[config.mk]
export PLATFORM = sky130hd
export DESIGN_NAME = binary_xml_field_encoder
export DESIGN_NICKNAME = d
export VERILOG_FILES = /design/src/hw/rtl/bxfe_pkg.sv /design/src/hw/rtl/binary_xml_field_encoder.sv /design/src/hw/rtl/bxfe_bcd.sv /design/src/hw/rtl/bxfe_emit.sv
export SDC_FILE = /design/constraint.sdc
export NUM_CORES = 1
export LEC_CHECK = 0
export BUFFER_PORTS_ARGS = -buffer_cell sky130_fd_sc_hd__buf_2
export CAP_MARGIN = 10
export CORE_MARGIN = 1.5
export CORE_UTILIZATION = 35
export DETAILED_ROUTE_END_ITERATION = 8
export PLACE_DENSITY_LB_ADDON = 0.1
export SLEW_MARGIN = 20
export SYNTH_ARGS = -nofsm -noshare
export SYNTH_HDL_FRONTEND = slang
export SYNTH_SLANG_ARGS = --single-unit
[constraint.sdc]
create_clock -name clk -period 8.36 [get_ports clk]
set_input_delay 0.836 -clock clk [delete_from_list [all_inputs] [get_ports clk]]
set_output_delay 0.836 -clock clk [all_outputs]
set_load 0.03 [all_outputs]
[src/hw/rtl/bxfe_pkg.sv]
`timescale 1ns / 1ps

package bxfe_pkg;

  localparam int BIN_W   = 32;
  localparam int DIG_N   = 10;
  localparam int DIG_W   = 4 * DIG_N;
  localparam int DD_STEP = 4;
  localparam int DD_ITER = BIN_W / DD_STEP;
  localparam int DD_CW   = $clog2(DD_ITER);
  localparam int GRP_N   = 4;

  localparam logic [1:0] FUNC_HDR   = 2'd0;
  localparam logic [1:0] FUNC_CLOSE = 2'd1;
  localparam logic [1:0] FUNC_DEC   = 2'd2;
  localparam logic [1:0] FUNC_BLOB  = 2'd3;

  localparam logic [1:0] ERR_NONE = 2'd0;
  localparam logic [1:0] ERR_TYPE = 2'd1;
  localparam logic [1:0] ERR_WIDE = 2'd2;

  localparam logic [2:0] TYPE_BLOB  = 3'd5;
  localparam logic [2:0] TYPE_UDATA = 3'd6;

  localparam logic [7:0] ASCII_ZERO = 8'h30;

  typedef struct packed {
    logic [1:0]  err_code;
    logic [2:0]  grp_cnt;
    logic [27:0] groups;
    logic [7:0]  fin_byte;
    logic [3:0]  body_cnt;
    logic        body_dec;
    logic [63:0] body;
  } bxfe_job_t;

endpackage

[src/hw/rtl/binary_xml_field_encoder.sv]
`timescale 1ns / 1ps
// Binary-XML field encoder.
// Input stream: one command per transaction. in_tuser carries func (0 header,
// 1 element close, 2 decimal UDATA, 3 BLOB); in_tdata carries type_code and
// the 64-bit value. Output stream: one encoded byte per transaction, tlast on
// the final byte of the command, tuser the error code (nonzero only on a
// single zero byte that replaces the whole run).
// Bytes leave at one per cycle from a registered output stage while out_tready
// is high. A decimal command first runs the BCD converter (double dabble,
// 4 bits per cycle over 32 bits). in_tready is high only between commands;
// the next command may be taken while the last byte still waits in the output
// register.
// When the receiver stalls (out_tready low) the output byte holds and the
// serializer waits; no byte is lost or repeated.
// Reset (rst_n low, synchronous) returns to the idle state and drops
// out_tvalid; no clearing pass is needed.
module binary_xml_field_encoder import bxfe_pkg::*; (
  input  logic        clk,
  input  logic        rst_n,
  input  logic        in_tvalid,
  output logic        in_tready,
  input  logic [71:0] in_tdata,   // [2:0] type_code, [66:3] value, rest zero
  input  logic [1:0]  in_tuser,   // [1:0] func
  output logic        out_tvalid,
  input  logic        out_tready,
  output logic [7:0]  out_tdata,  // [7:0] out_byte
  output logic        out_tlast,
  output logic [1:0]  out_tuser   // [1:0] error_code
);

  typedef enum logic [2:0] {
    ST_IDLE = 3'b001,
    ST_CONV = 3'b010,
    ST_EMIT = 3'b100
  } state_t;

  state_t           state_r, state_nxt;
  logic             in_acc;
  logic [1:0]       in_func;
  logic [2:0]       in_type;
  logic [63:0]      in_value;
  logic             too_wide;
  logic             bcd_start;
  logic             bcd_done;
  logic [DIG_W-1:0] bcd_digits;
  logic             emit_load;
  logic             emit_busy;
  bxfe_job_t        job;
  bxfe_job_t        cmd_job;
  bxfe_job_t        dec_job;
  logic [2:0]       grp_cnt;
  logic [3:0]       blob_nb;
  logic [3:0]       dig_nb;

  assign in_func  = in_tuser;
  assign in_type  = in_tdata[2:0];
  assign in_value = in_tdata[66:3];
  assign in_acc   = in_tvalid && in_tready;
  assign in_tready = (state_r == ST_IDLE);
  assign too_wide = (in_value[63:32] != 32'd0);

  always_comb begin
    priority if (in_value[31:25] != 7'd0) grp_cnt = 3'd4;
    else if (in_value[31:18] != 14'd0)    grp_cnt = 3'd3;
    else if (in_value[31:11] != 21'd0)    grp_cnt = 3'd2;
    else if (in_value[31:4] != 28'd0)     grp_cnt = 3'd1;
    else                                  grp_cnt = 3'd0;
  end

  always_comb begin
    blob_nb = 4'd0;
    for (int i = 0; i < 8; i++) begin
      if (in_value[8*i +: 8] != 8'd0) blob_nb = 4'(i + 1);
    end
    dig_nb = 4'd1;
    for (int i = 0; i < DIG_N; i++) begin
      if (bcd_digits[4*i +: 4] != 4'd0) dig_nb = 4'(i + 1);
    end
  end

  always_comb begin
    cmd_job          = '0;
    cmd_job.err_code = ERR_NONE;
    unique case (in_func)
      FUNC_HDR: begin
        if (in_type == 3'd7) begin
          cmd_job.err_code = ERR_TYPE;
        end else if (too_wide) begin
          cmd_job.err_code = ERR_WIDE;
        end else begin
          cmd_job.grp_cnt  = grp_cnt;
          cmd_job.groups   = in_value[31:4];
          cmd_job.fin_byte = {1'b1, in_value[3:0], in_type};
        end
      end
      FUNC_CLOSE: begin
      end
      FUNC_DEC: begin
        cmd_job.err_code = ERR_WIDE;
      end
      FUNC_BLOB: begin
        cmd_job.fin_byte = {1'b1, blob_nb, TYPE_BLOB};
        cmd_job.body_cnt = blob_nb;
        cmd_job.body     = in_value;
      end
      default: begin
      end
    endcase

    dec_job          = '0;
    dec_job.err_code = ERR_NONE;
    dec_job.fin_byte = {1'b1, dig_nb, TYPE_UDATA};
    dec_job.body_cnt = dig_nb;
    dec_job.body_dec = 1'b1;
    dec_job.body     = {{(64 - DIG_W){1'b0}}, bcd_digits};
  end

  always_comb begin
    state_nxt = state_r;
    bcd_start = 1'b0;
    emit_load = 1'b0;
    job       = cmd_job;
    unique case (state_r)
      ST_IDLE: begin
        if (in_acc) begin
          if (in_func == FUNC_DEC && !too_wide) begin
            bcd_start = 1'b1;
            state_nxt = ST_CONV;
          end else begin
            emit_load = 1'b1;
            state_nxt = ST_EMIT;
          end
        end
      end
      ST_CONV: begin
        job = dec_job;
        if (bcd_done) begin
          emit_load = 1'b1;
          state_nxt = ST_EMIT;
        end
      end
      ST_EMIT: begin
        if (!emit_busy) state_nxt = ST_IDLE;
      end
      default: state_nxt = ST_IDLE;
    endcase
  end

  always_ff @(posedge clk) begin
    if (!rst_n) begin
      state_r <= ST_IDLE;
    end else begin
      state_r <= state_nxt;
    end
  end

  bxfe_bcd u_bcd (
    .clk    (clk),
    .rst_n  (rst_n),
    .start  (bcd_start),
    .bin    (in_value[BIN_W-1:0]),
    .done   (bcd_done),
    .digits (bcd_digits)
  );

  bxfe_emit u_emit (
    .clk        (clk),
    .rst_n      (rst_n),
    .load       (emit_load),
    .job        (job),
    .busy       (emit_busy),
    .out_tvalid (out_tvalid),
    .out_tready (out_tready),
    .out_tdata  (out_tdata),
    .out_tlast  (out_tlast),
    .out_tuser  (out_tuser)
  );

  a_err_single: assert property (@(posedge clk) disable iff (!rst_n)
    out_tvalid && out_tuser != ERR_NONE |-> out_tlast && out_tdata == 8'd0)
    else $error("error transaction is not a single zero byte");

  a_idle_quiet: assert property (@(posedge clk) disable iff (!rst_n)
    in_tready |-> !emit_busy)
    else $error("command accepted while serializer busy");

  a_bcd_in_conv: assert property (@(posedge clk) disable iff (!rst_n)
    bcd_done |-> state_r == ST_CONV)
    else $error("conversion finished outside conversion state");

  a_load_idle: assert property (@(posedge clk) disable iff (!rst_n)
    emit_load |-> !emit_busy)
    else $error("serializer loaded while busy");

endmodule

[src/hw/rtl/bxfe_bcd.sv]
`timescale 1ns / 1ps

module bxfe_bcd import bxfe_pkg::*; (
  input  logic             clk,
  input  logic             rst_n,
  input  logic             start,
  input  logic [BIN_W-1:0] bin,
  output logic             done,
  output logic [DIG_W-1:0] digits
);

  logic [BIN_W-1:0] sh_r, sh_nxt;
  logic [DIG_W-1:0] bcd_r, bcd_nxt;
  logic [DD_CW-1:0] cnt_r, cnt_nxt;
  logic             busy_r, busy_nxt;
  logic             done_r, done_nxt;

  function automatic logic [DIG_W-1:0] add3(input logic [DIG_W-1:0] b);
    logic [DIG_W-1:0] r;
    r = b;
    for (int k = 0; k < DIG_N; k++) begin
      if (b[4*k +: 4] >= 4'd5) begin
        r[4*k +: 4] = b[4*k +: 4] + 4'd3;
      end
    end
    return r;
  endfunction

  always_comb begin
    logic [BIN_W-1:0] s;
    logic [DIG_W-1:0] d;
    s        = sh_r;
    d        = bcd_r;
    sh_nxt   = sh_r;
    bcd_nxt  = bcd_r;
    cnt_nxt  = cnt_r;
    busy_nxt = busy_r;
    done_nxt = 1'b0;
    if (start) begin
      sh_nxt   = bin;
      bcd_nxt  = '0;
      cnt_nxt  = '0;
      busy_nxt = 1'b1;
    end else if (busy_r) begin
      for (int j = 0; j < DD_STEP; j++) begin
        d = add3(d);
        d = {d[DIG_W-2:0], s[BIN_W-1]};
        s = {s[BIN_W-2:0], 1'b0};
      end
      sh_nxt  = s;
      bcd_nxt = d;
      cnt_nxt = cnt_r + 1'b1;
      if (cnt_r == DD_CW'(DD_ITER - 1)) begin
        busy_nxt = 1'b0;
        done_nxt = 1'b1;
      end
    end
  end

  always_ff @(posedge clk) begin
    sh_r  <= sh_nxt;
    bcd_r <= bcd_nxt;
    cnt_r <= cnt_nxt;
    if (!rst_n) begin
      busy_r <= 1'b0;
      done_r <= 1'b0;
    end else begin
      busy_r <= busy_nxt;
      done_r <= done_nxt;
    end
  end

  assign done   = done_r;
  assign digits = bcd_r;

endmodule

[src/hw/rtl/bxfe_emit.sv]
`timescale 1ns / 1ps

module bxfe_emit import bxfe_pkg::*; (
  input  logic      clk,
  input  logic      rst_n,
  input  logic      load,
  input  bxfe_job_t job,
  output logic      busy,
  output logic      out_tvalid,
  input  logic      out_tready,
  output logic [7:0] out_tdata,
  output logic      out_tlast,
  output logic [1:0] out_tuser
);

  typedef enum logic [3:0] {
    PH_IDLE = 4'b0001,
    PH_GRP  = 4'b0010,
    PH_FIN  = 4'b0100,
    PH_BODY = 4'b1000
  } phase_t;

  phase_t     ph_r, ph_nxt;
  bxfe_job_t  job_r, job_nxt;
  logic [1:0] g_r, g_nxt;
  logic [3:0] b_r, b_nxt;
  logic       vld_r, vld_nxt;
  logic [7:0] dat_r, dat_nxt;
  logic       lst_r, lst_nxt;
  logic [1:0] err_r, err_nxt;
  logic       adv;
  logic [6:0] grp_sel;
  logic [7:0] body_sel;
  logic [2:0] g_init;

  assign adv    = !vld_r || out_tready;
  assign g_init = job.grp_cnt - 3'd1;

  always_comb begin
    unique case (g_r)
      2'd0:    grp_sel = job_r.groups[6:0];
      2'd1:    grp_sel = job_r.groups[13:7];
      2'd2:    grp_sel = job_r.groups[20:14];
      default: grp_sel = job_r.groups[27:21];
    endcase
    if (job_r.body_dec) begin
      body_sel = ASCII_ZERO | {4'd0, job_r.body[4*b_r +: 4]};
    end else begin
      body_sel = job_r.body[8*b_r[2:0] +: 8];
    end
  end

  always_comb begin
    ph_nxt  = ph_r;
    job_nxt = job_r;
    g_nxt   = g_r;
    b_nxt   = b_r;
    vld_nxt = vld_r;
    dat_nxt = dat_r;
    lst_nxt = lst_r;
    err_nxt = err_r;
    if (adv) begin
      vld_nxt = 1'b0;
      unique case (ph_r)
        PH_IDLE: begin
        end
        PH_GRP: begin
          vld_nxt = 1'b1;
          dat_nxt = {1'b0, grp_sel};
          lst_nxt = 1'b0;
          err_nxt = ERR_NONE;
          if (g_r == 2'd0) begin
            ph_nxt = PH_FIN;
          end else begin
            g_nxt = g_r - 2'd1;
          end
        end
        PH_FIN: begin
          vld_nxt = 1'b1;
          dat_nxt = job_r.fin_byte;
          err_nxt = job_r.err_code;
          lst_nxt = (job_r.body_cnt == 4'd0);
          b_nxt   = job_r.body_cnt - 4'd1;
          ph_nxt  = (job_r.body_cnt == 4'd0) ? PH_IDLE : PH_BODY;
        end
        PH_BODY: begin
          vld_nxt = 1'b1;
          dat_nxt = body_sel;
          err_nxt = ERR_NONE;
          lst_nxt = (b_r == 4'd0);
          if (b_r == 4'd0) begin
            ph_nxt = PH_IDLE;
          end else begin
            b_nxt = b_r - 4'd1;
          end
        end
        default: ph_nxt = PH_IDLE;
      endcase
    end
    if (load) begin
      job_nxt = job;
      g_nxt   = g_init[1:0];
      ph_nxt  = (job.grp_cnt == 3'd0) ? PH_FIN : PH_GRP;
    end
  end

  always_ff @(posedge clk) begin
    job_r <= job_nxt;
    g_r   <= g_nxt;
    b_r   <= b_nxt;
    dat_r <= dat_nxt;
    lst_r <= lst_nxt;
    err_r <= err_nxt;
    if (!rst_n) begin
      ph_r  <= PH_IDLE;
      vld_r <= 1'b0;
    end else begin
      ph_r  <= ph_nxt;
      vld_r <= vld_nxt;
    end
  end

  assign busy       = (ph_r != PH_IDLE);
  assign out_tvalid = vld_r;
  assign out_tdata  = dat_r;
  assign out_tlast  = lst_r;
  assign out_tuser  = err_r;

endmodule

**Yosys cells after proc, flatten, opt, wreduce, memory -nomap -nowiden**

Index checks and enable logic that the tools add are counted.

- Bits in registers: 209
- Input port bits: 78
- Output and inout bits: 13

- Add/subtract/negate cells: 45
- Magnitude comparators: 40
- Equality and inequality tests: 22
- Shift operators: 2
- Muxes and demuxes: 168
- Bitwise logic cells: 4
- Reductions and logical operators: 49

Operators with widths:

| cell | count |
|---|---|
| 4-bit 2-to-1 mux | 112 |
| 4-bit by 3-bit >= comparator with 1-bit output (second input constant) | 40 |
| 4-bit by 2-bit adder with 4-bit output (second input constant) | 36 |
| 108-bit 2-to-1 mux | 1 |
| 39-bit 2-to-1 mux | 2 |
| 32-bit 2-to-1 mux | 2 |
| 64-bit 2-to-1 mux | 1 |
| 8-bit nonzero test | 8 |
| 64-bit by 7-bit indexed part select with 4-bit output | 1 |
| 64-bit by 7-bit indexed part select with 8-bit output | 1 |
| 3-bit 2-to-1 mux | 16 |
| 4-bit nonzero test | 9 |
| 32-bit nonzero test | 1 |
| 31-bit 2-to-1 mux | 1 |
| 28-bit nonzero test | 1 |
| 8-bit case mux with 3 select lines | 1 |
| 7-bit case mux with 3 select lines | 1 |
| 21-bit nonzero test | 1 |
| 2-bit 2-to-1 mux | 9 |
| 4-bit case mux with 4 select lines | 1 |
| 8-bit case mux with 2 select lines | 1 |
| 14-bit nonzero test | 1 |
| 1-bit 2-to-1 mux | 13 |
| 3-bit by 2-bit adder with 3-bit output (second input constant) | 4 |
| other kinds (38) | 66 |

**Depth between registers and ports, before layout**

Gate-level depths: netlist of the first run.

- Depth in word-level cells: 17
- Mapped depth: 19
- Mapped depth without buffers: 19

**By module**

From an unflattened synthesis of the first run, not the netlist that was laid out.

- Cells, all modules: 1665
- Area total of the unflattened synthesis: 15258.4 sq um

By module, submodules not included:

| module | instances | cells each | area an instance (sq um) | sequential area each (sq um) |
|---|---|---|---|---|
| bxfe_bcd | 1 | 1009 | 7813.7 | 1861.8 |
| bxfe_emit | 1 | 339 | 5645.4 | 3823.7 |
| binary_xml_field_encoder | 1 | 317 | 1799.2 | 60.1 |

**Least setup slack after synthesis of the first run**

Ideal clock, no wire load.

- Path kind: input to register
- Start point: input in_tdata[51]
- End point: register u_emit.g_r[0], data pin
- Library setup time: 0.167 ns
- Data arrival time: 7.726 ns
- Path slack: 0.467 ns
- Stages on the path: 8
- Path buffers: 0
- Cells stage by stage: nor4_1 -> nand2_1 -> nor3_1 -> and3_1 -> nand2_1 -> nand2b_1 -> a21oi_1 -> mux2_2

- Word-level cells in the longest chain between the ends: 7
- Elaborated cells between the ends (all ways): 12

Ends and longest elaborated chain:

| element | RTL line | text |
|---|---|---|
| start: declaration | binary_xml_field_encoder.sv:22 | `input logic [71:0] in_tdata,` |
| 32-bit nonzero test | binary_xml_field_encoder.sv:60 | `assign too_wide = (in_value[63:32] != 32'd0);` |
| 1-bit zero test | binary_xml_field_encoder.sv:126 | `if (in_func == FUNC_DEC && !too_wide) begin` |
| 1-bit logical AND | binary_xml_field_encoder.sv:126 |  |
| 1-bit 2-to-1 mux | binary_xml_field_encoder.sv:126 |  |
| 1-bit 2-to-1 mux | binary_xml_field_encoder.sv:125 | `if (in_acc) begin` |
| 1-bit case mux with 2 select lines | binary_xml_field_encoder.sv:123 | `unique case (state_r)` |
| named net emit_load | binary_xml_field_encoder.sv:46 | `logic emit_load;` |
| 2-bit 2-to-1 mux | bxfe_emit.sv:100 | `if (load) begin` |
| named net u_emit.g_nxt[0] | bxfe_emit.sv:25 | `logic [1:0] g_r, g_nxt;` |
| end signal: assignment | bxfe_emit.sv:109 | `g_r <= g_nxt;` |
| end: declaration | bxfe_emit.sv:25 |  |

The timed path passes the listed nets, and every way through them passes these cells.
A chain may end at the register's enable or synchronous reset.

**Worst setup path in the final report of the first run**

- Start point: register u_bcd.bcd_r[24], in the netlist u_bcd.digits[24]
- End point: register u_bcd.bcd_r[32], in the netlist u_bcd.digits[32]

- Word-level cells in the longest chain between the ends: 14
- Elaborated cells between the ends (all ways): 28

Ends and longest elaborated chain:

| element | RTL line | text |
|---|---|---|
| start: declaration | bxfe_bcd.sv:13 | `logic [DIG_W-1:0] bcd_r, bcd_nxt;` |
| start signal: assignment | bxfe_bcd.sv:62 | `bcd_r <= bcd_nxt;` |
| 4-bit by 2-bit adder with 4-bit output or 4-bit by 3-bit >= comparator with 1-bit output (tied branches) | bxfe_bcd.sv:23, bxfe_bcd.sv:22 |  |
| 4-bit 2-to-1 mux * | bxfe_bcd.sv:22 | `if (b[4*k +: 4] >= 4'd5) begin` |
| 4-bit 2-to-1 mux * | bxfe_bcd.sv:44 | `end else if (busy_r) begin` |
| 4-bit 2-to-1 mux * | bxfe_bcd.sv:39 | `if (start) begin` |
| 4-bit by 2-bit adder with 4-bit output or 4-bit by 3-bit >= comparator with 1-bit output (tied branches) | bxfe_bcd.sv:23, bxfe_bcd.sv:22 |  |
| 4-bit 2-to-1 mux | bxfe_bcd.sv:22 |  |
| 4-bit 2-to-1 mux | bxfe_bcd.sv:44 |  |
| 4-bit 2-to-1 mux | bxfe_bcd.sv:39 |  |
| 4-bit by 2-bit adder with 4-bit output or 4-bit by 3-bit >= comparator with 1-bit output (tied branches) | bxfe_bcd.sv:23, bxfe_bcd.sv:22 |  |
| 4-bit 2-to-1 mux | bxfe_bcd.sv:22 |  |
| 4-bit 2-to-1 mux | bxfe_bcd.sv:44 |  |
| 4-bit 2-to-1 mux | bxfe_bcd.sv:39 |  |
| 4-bit by 2-bit adder with 4-bit output or 4-bit by 3-bit >= comparator with 1-bit output (tied branches) | bxfe_bcd.sv:23, bxfe_bcd.sv:22 |  |
| 4-bit 2-to-1 mux * | bxfe_bcd.sv:22 |  |

Every way passes the cells marked *; elsewhere a longest branch is shown, timed or not. The select of a mux whose other input is x is not followed.

==> impl_results.md, run 1 <==
- Status: finished clean
- Yosys top cell by area: edfxtp_1
- Period utilization: 0.4960
- DRT Wirelength: 44080 µm
- Hold Worst Slack: 0.5077 ns
- DRT Pass-1 Iters: 5
- Row count: 74
- Placed cell count: 2141
- Sequential share of the synthesized area: 0.3950
- Share of power burned in registers: 0.392
- Post-Route Setup TNS: 0 ns
- Max_cap viols: 0
- Rel. slew slack: 0.4358
- Min Clock Period, post-route: 4.147 ns
- Crit-path leading delay family: compound AO/OA/AOI/OAI gates
- Area Growth Syn to Fin: 12.14%
- Post-synth EDFFs: 156
- Final hold vios: 0
- Area contributors post-synth: edfxtp_1 32%, dfxtp_1 7.3%, nand2_1 5.8%
- Largest family of logic cells by synthesized area: simple AND/OR/NAND/NOR gates
- Crit-path slowest cell: a31oi_1
- Syn Inst Count: 1605
- Initial Utilization: 0.3554
- CP Capture Type: flip-flop
- Pwr dens: 190.1 nW/µm²
- Top cell type's share of synthesized area: 0.3221
- Nets@finish: 1767
- Adder-Cell Fraction of Synth Area: 0.04387
- Final instance area: around 16000 µm²
- Place WS: 4.188 ns
- Synth Area in Compound Gates: 0.1910
- Vert. Die Dim: 206.9 µm
- PnR worst setup slack: 4.213 ns
- Deepest clock path buffer count: 3
- Critical setup path kind: flip-flop to flip-flop
- Biggest cell delay along the critical path: roughly 0.54 ns
- Synth cell types: 96
- # hold bufs at CTS: 0
- Mapped Avg Cell Area: 9.062 µm²
- Clock Tree Root: clkbuf_16
- Die Wd: roughly 210 µm
- I/O Buffers: 85
- Fill count: 4086
- Hpwl dp: 32070 µm
- Setup Viol. Count Final: 0
- Synth warnings: 0
- Post-Synth XOR/XNOR Area: 0.01591
- Fraction of layout cells with a size suffix above 1: 0.1460
- Vias: 12060
- Count of cells resized by post-cts repair: 0
- Synthesized area: about 15000 µm²
- Residual DRC: 0
- Critical Path AT: roughly 4.6 ns
- GRT Overall Usage: 0.2042
- DR iter-0 viols: about 780
- Routability cong.: between 0.8 and 0.9
- Clock skew: ~0.013 ns
- Vias per std cell: between 5 and 6
- Die area: roughly 43000 µm²
- TritonCTS clock tree: yes
- Clock-pin slew on the worst setup and hold paths: 0.06 ns
- Register area: 5747 µm²
- Peak supply drop: approximately 120 µV
- Fraction of registers with async set/reset: 0
- Psw: 911.0 µW
- Actual slew at the worst max-slew pin: 0.8346 ns
- Flops & latches, synth: 209
- Htree depth: 1
- Fmax: 241.2 MHz
- Max-slew violations: 0
- Clock power share: 0.387
- Diode count: 0
- Unrepaired setup endpoints after global routing: no
- Top_reg_cell synth: edfxtp_1
- CTS buffer count: 26
- Worst-skew pair later-pin latency: 0.54 ns
- Largest fanout on the critical path: 6
- Syn nets: 1734
- Non-Filler Instances: 2189
- WP buf/inv: 3
- Synth Area in Simple Gates: 0.2137
- Global-route wire length before repair: ~67000 µm
- Remaining Overflow, GRT: 0
- I/O pin count: 91
- Setup bufs post-CTS: 0
- Crit path launch type: flip-flop
- DR WL/cell: between 20 and 25 µm
- CTS Sinks: 209
- Multi-input gate area: just over 8000 µm²
- Largest net degree at the start of global routing: 88
- Initial antenna violation count: 2
- Net Sw Frac: 0.2938
- Mux share of post-synthesis cell area: 0.09634
- Combinational Power Share: 0.222
- Remaining antenna violation count after routing: 0
- Core ar.: 40920 µm²
- Int Power: 2189 µW
- Worst path required time: 8.76 ns
- HP Class: flip-flop to flip-flop
- Vias in the first global route: 11280
- Leakage power: 0.006541 µW
- Placed cell areas: 15380 µm²
- Worst path cell trace: inv_1, ha_1, nor2b_1, or3_1, and2_1, inv_1, ha_1, o21ai_0, a31oi_1, inv_1, ha_1, or2_2, nor2_1, o31ai_1, o21ai_1, mux2i_1, o31ai_1
==> stage by stage <==
step             util  power [µW]
2_1_floorplan       -        1748
3_3_place_gp   0.3759        1908
3_5_place_dp   0.3759        1920
4_1_cts        0.3978        3128
5_1_grt        0.3986        3247
6_report       0.3986        3100
==> path summary, 6_finish.rpt <==
| path | from | to | slack (ns) | cells past startpoint |
|---|---|---|---|---|
| max | u_bcd.digits[24] | u_bcd.digits[32] | 4.21 | 17 |
| min | u_bcd.digits[1] | u_bcd.digits[1] | 0.51 | 2 |
| max reg2reg | u_bcd.digits[24] | u_bcd.digits[32] | 4.21 | 17 |
| min reg2reg | u_bcd.digits[1] | u_bcd.digits[1] | 0.51 | 2 |
==> layout by cell type (no fill, tap or decap), types with 7 or more instances in the layout <==
cell type,synthesis,routed
a211oi_1,20,20
a21oi_1,69,68
a21oi_2,7,7
a221oi_1,10,10
a222oi_1,7,7
a31oi_1,27,27
and2_1,28,28
and3_1,61,61
buf_2,16,85
buf_4,2,15
clkbuf_16,0,27
dfxtp_1,53,52
edfxtp_1,156,156
ha_1,51,50
inv_1,56,56
mux2_2,11,11
mux2i_1,69,69
mux4_2,23,23
nand2_1,225,225
nand2b_1,20,20
nand3_1,58,58
nand3b_1,7,7
nor2_1,119,119
nor2b_1,18,18
nor3_1,17,17
nor3b_1,16,16
nor4_1,9,9
o211ai_1,11,11
o21a_1,13,13
o21ai_0,137,137
o21ai_1,12,12
o221ai_1,9,9
o22ai_1,13,13
o31ai_1,16,16
or2_2,11,10
or3_1,10,10
or4_1,9,9
xnor2_1,15,15
==> cell usage after synthesis, types with 10 or more instances <==
cell type / n
a211oi_1: 20
a21oi_1: 69
a221oi_1: 10
a31oi_1: 27
and2_1: 28
and3_1: 61
buf_2: 16
clkbuf_1: 72
dfxtp_1: 53
edfxtp_1: 156
ha_1: 51
inv_1: 56
mux2_2: 11
mux2i_1: 69
mux4_2: 23
nand2_1: 225
nand2b_1: 20
nand3_1: 58
nor2_1: 119
nor2b_1: 18
nor3_1: 17
nor3b_1: 16
o211ai_1: 11
o21a_1: 13
o21ai_0: 137
o21ai_1: 12
o22ai_1: 13
o31ai_1: 16
or2_2: 11
or3_1: 10
xnor2_1: 15
==> worst reg2reg max path, stage by stage, from the launching register on <==
cell and delay [ns]:
dfxtp_1 0.44, inv_1 0.13, ha_1 0.30, nor2b_1 0.17, or3_1 0.32, and2_1 0.18, inv_1 0.08, ha_1 0.16
o21ai_0 0.09, a31oi_1 0.54, inv_1 0.16, ha_1 0.23, or2_2 0.30, nor2_1 0.10, o31ai_1 0.13, o21ai_1 0.21
mux2i_1 0.34, o31ai_1 0.12
==> power by group through the flow <==
stage / clock [µW] / combinational [µW] / sequential [µW]
after global routing: 1260 / 768 / 1220
after detailed placement: 0 / 683 / 1240
final: 1200 / 687 / 1210
after CTS: 1230 / 687 / 1210
after global placement: 0 / 672 / 1240
after floorplan: 0 / 526 / 1220
==> cell type report <==
type	count	share of cell area
multi-input cells	1236	0.5018
flip-flops and latches	209	0.3523
well taps	532	0.04081
clock buffers	32	0.04257
clock inverters	15	0.01227
inverters	63	0.01481
repair buffers	102	0.03536
==> layer usage <==
layer	track usage	share of wire	vias to the layer above
li1	-	-	6006
met1	0.2832	0.47	5775
met2	0.3382	0.47	231
met3	0.02166	0.040	50
met4	0.05473	0.022	0
met5	0	0	-
==> logic make-up after synthesis <==
group	after synthesis
buffers and inverters	160
and+or+nand+nor	632
AOI/OAI and AO/OA	422
DFF	209
xor gates and xnor gates	23
adders and majority gates	51
muxes	108
==> flip-flops by register name (all words and copies together), names as in the netlist, 2 cells and up <==
signal and cells:
u_emit.job_r 107, u_bcd.digits 40, u_bcd.sh_r 32, u_emit.out_tdata 8, u_emit.b_r 4, u_emit.ph_r 4
state_r 3, u_bcd.cnt_r 3, u_emit.g_r 2, u_emit.out_tuser 2
No activity file was read; power rests on OpenSTA's default activity.
==> inputs of run 2 (changes only) <==
==> constraint.sdc (replaced) <==
create_clock -name clk -period 4.1 [get_ports clk]
set_input_delay 0.41 -clock clk [delete_from_list [all_inputs] [get_ports clk]]
set_output_delay 0.41 -clock clk [all_outputs]
set_load 0.03 [all_outputs]
==> impl_results.md, run 2 (synthesis gave the netlist of run 1 again) <==
- Residual DRC: 0
- Commonest non-fill, non-tap cells in the layout: 225 x nand2_1, 156 x edfxtp_1, 137 x o21ai_0
- Global-route wire length before repair: around 68000 µm
- Pwr dens: 380.3 nW/µm²
- HP Class: input port to flip-flop
- Peak supply drop: 273.2 µV
- Remaining Overflow, GRT: 0
- Critical Path AT: 4.18 ns
- Area Growth Syn to Fin: 13.03%
- Rel. slew slack: 0.4549
- Largest net degree at the start of global routing: 81
- Clock skew: 0.01762 ns
- Worst-skew pair later-pin latency: around 0.55 ns
- Hold path start: rst_n
- R2R setup slack: 0.31 ns
- Hold depth: 2
- DR iter-0 viols: between 800 and 900
- Setup Viol. Count Final: 0
- I/O pin count: 91
- Reg-to-Reg End: u_bcd.digits[10]
- Most common cell after layout, fill and taps aside: nand2_1
- Combinational Power Share: 0.229
- Hpwl dp: 32500 µm
- CP Capture Type: flip-flop
- Largest register FFs: 107
- Crit path launch type: flip-flop
- Placed cell count: 2154
- FF-to-FF path depth: 17
- Leakage power: 0.006598 µW
- Diode count: 0
- Die Wd: 206.9 µm
- GRT Overall Usage: 0.2066
- TritonCTS clock tree: yes
- Row count: 74
- DRT Pass-1 Iters: 5
- Initial antenna violation count: 1
- Die area: about 43000 µm²
- Initial Utilization: 0.3554
- # hold bufs at CTS: 0
- Min Clock Period, post-route: 3.785 ns
- Clock power share: 0.375
- Max_cap viols: 0
- Hold Worst Slack: 0.1719 ns
- Share of power burned in registers: 0.396
- Final hold vios: 0
- CTS buffer count: 26
- Vias: 12220
- I/O Buffers: 85
- Core ar.: 40920 µm²
- Vert. Die Dim: between 200 and 250 µm
- Int Power: 4345 µW
- Fraction of layout cells with a size suffix above 1: 0.1634
- Critical setup path kind: flip-flop to flip-flop
- Clock Tree Root: clkbuf_16
- Hold path endpoint: u_emit.ph_r[0]
- Largest fanout on the critical path: 7
- Routability cong.: 0.8456
- CTS Sinks: approximately 210
- Status: finished clean
- Vias in the first global route: 11420
- Max-slew violations: 0
- Net Sw Frac: 0.3051
- Psw: 1908 µW
- Vias per std cell: 5.549
- Remaining antenna violation count after routing: 0
- Biggest register: u_emit.job_r
- Deepest clock path buffer count: 3
- Actual slew at the worst max-slew pin: between 0.8 and 0.9 ns
- Period utilization: 0.9233
- Nets@finish: between 1500 and 2000
- Worst path required time: roughly 4.5 ns
- Fmax: 264.2 MHz
- Non-Filler Instances: 2203
- DRT Wirelength: ~45000 µm
- Clock-pin slew on the worst setup and hold paths: 0.06 ns
- DR WL/cell: ~20 µm
- RR Startpoint: u_bcd.digits[8]
- Htree depth: 1
[run 2: worst max-delay path, cell delays in order, from the launching register on]
cell and delay (ns):
dfxtp_1 0.36, inv_1 0.16, ha_2 0.30, nor2b_2 0.21, o21ai_1 0.12, or2_2 0.33
ha_1 0.22, o21bai_1 0.17, a21oi_1 0.21, o21ai_0 0.14, inv_1 0.08, ha_1 0.20
and4b_1 0.21, a211oi_1 0.20, o32a_1 0.33, nor2b_1 0.09, o31ai_1 0.20, a21oi_1 0.09
[run 2: area by class of cell]
cell class / instances / area (µm²)
fillers: 4147 / 24480
multi-input cells: 1236 / 8249
flip-flops and latches: 209 / 5748
clock buffers: 34 / 721.9
repair buffers: 115 / 675.6
well taps: 532 / 665.6
inverters: 63 / 241.5
clock inverters: 14 / 138.9
[run 2: how the worst max path moves through the flow]
stage                      from               end  cells past startpoint
6_report        u_bcd.digits[8]  u_bcd.digits[10]                     17
3_3_place_gp   u_bcd.digits[32]  u_bcd.digits[38]                     17
2_1_floorplan      in_tdata[51]     u_emit.g_r[0]                      8
3_5_place_dp   u_bcd.digits[32]  u_bcd.digits[38]                     17
4_1_cts         u_bcd.digits[8]  u_bcd.digits[11]                     17
5_1_grt         u_bcd.digits[8]  u_bcd.digits[10]                     17
[run 2: power groups by stage]
stage / clock network, µW / registers [µW] / logic, µW
after global placement: 0 / 2520 / 1390
after floorplan: 0 / 2480 / 1070
final: 2340 / 2480 / 1430
after global routing: 2470 / 2490 / 1600
after CTS: 2400 / 2480 / 1420
after detailed placement: 0 / 2520 / 1410
[run 2: layer usage]
layer | global-route usage | vias up | routed length, µm
met1 | 0.2917 | 5896 | 21040
li1 | - | 6040 | -
met5 | 0 | - | 0
met2 | 0.3396 | 236 | 20720
met4 | 0.05036 | 0 | 869
met3 | 0.02041 | 52 | 1907
[run 2: repair_timing]
| item | 4_1_cts | 5_1_grt |
|---|---|---|
| endpoints found under the setup margin | 0 | 7 |
| gates resized for setup | 0 | 14 |
| buffers inserted | 0 | 1 |
[run 2: metrics by stage]
stage | cell area, µm² | total power (µW) | TNS, ns | worst slack [ns] | util
finish | 16440 | 6253 | 0 | 0.3146 | 0.4017
global route | 16440 | 6558 | -0.004580 | -0.004580 | 0.4017
CTS | 16370 | 6294 | 0 | 0.1815 | 0.4000
detailed placement | 15510 | 3934 | 0 | 0.2190 | 0.3789
global placement | 15510 | 3911 | 0 | 0.2584 | 0.3789
floorplan | 14560 | 3552 | 0 | 0.5072 | -
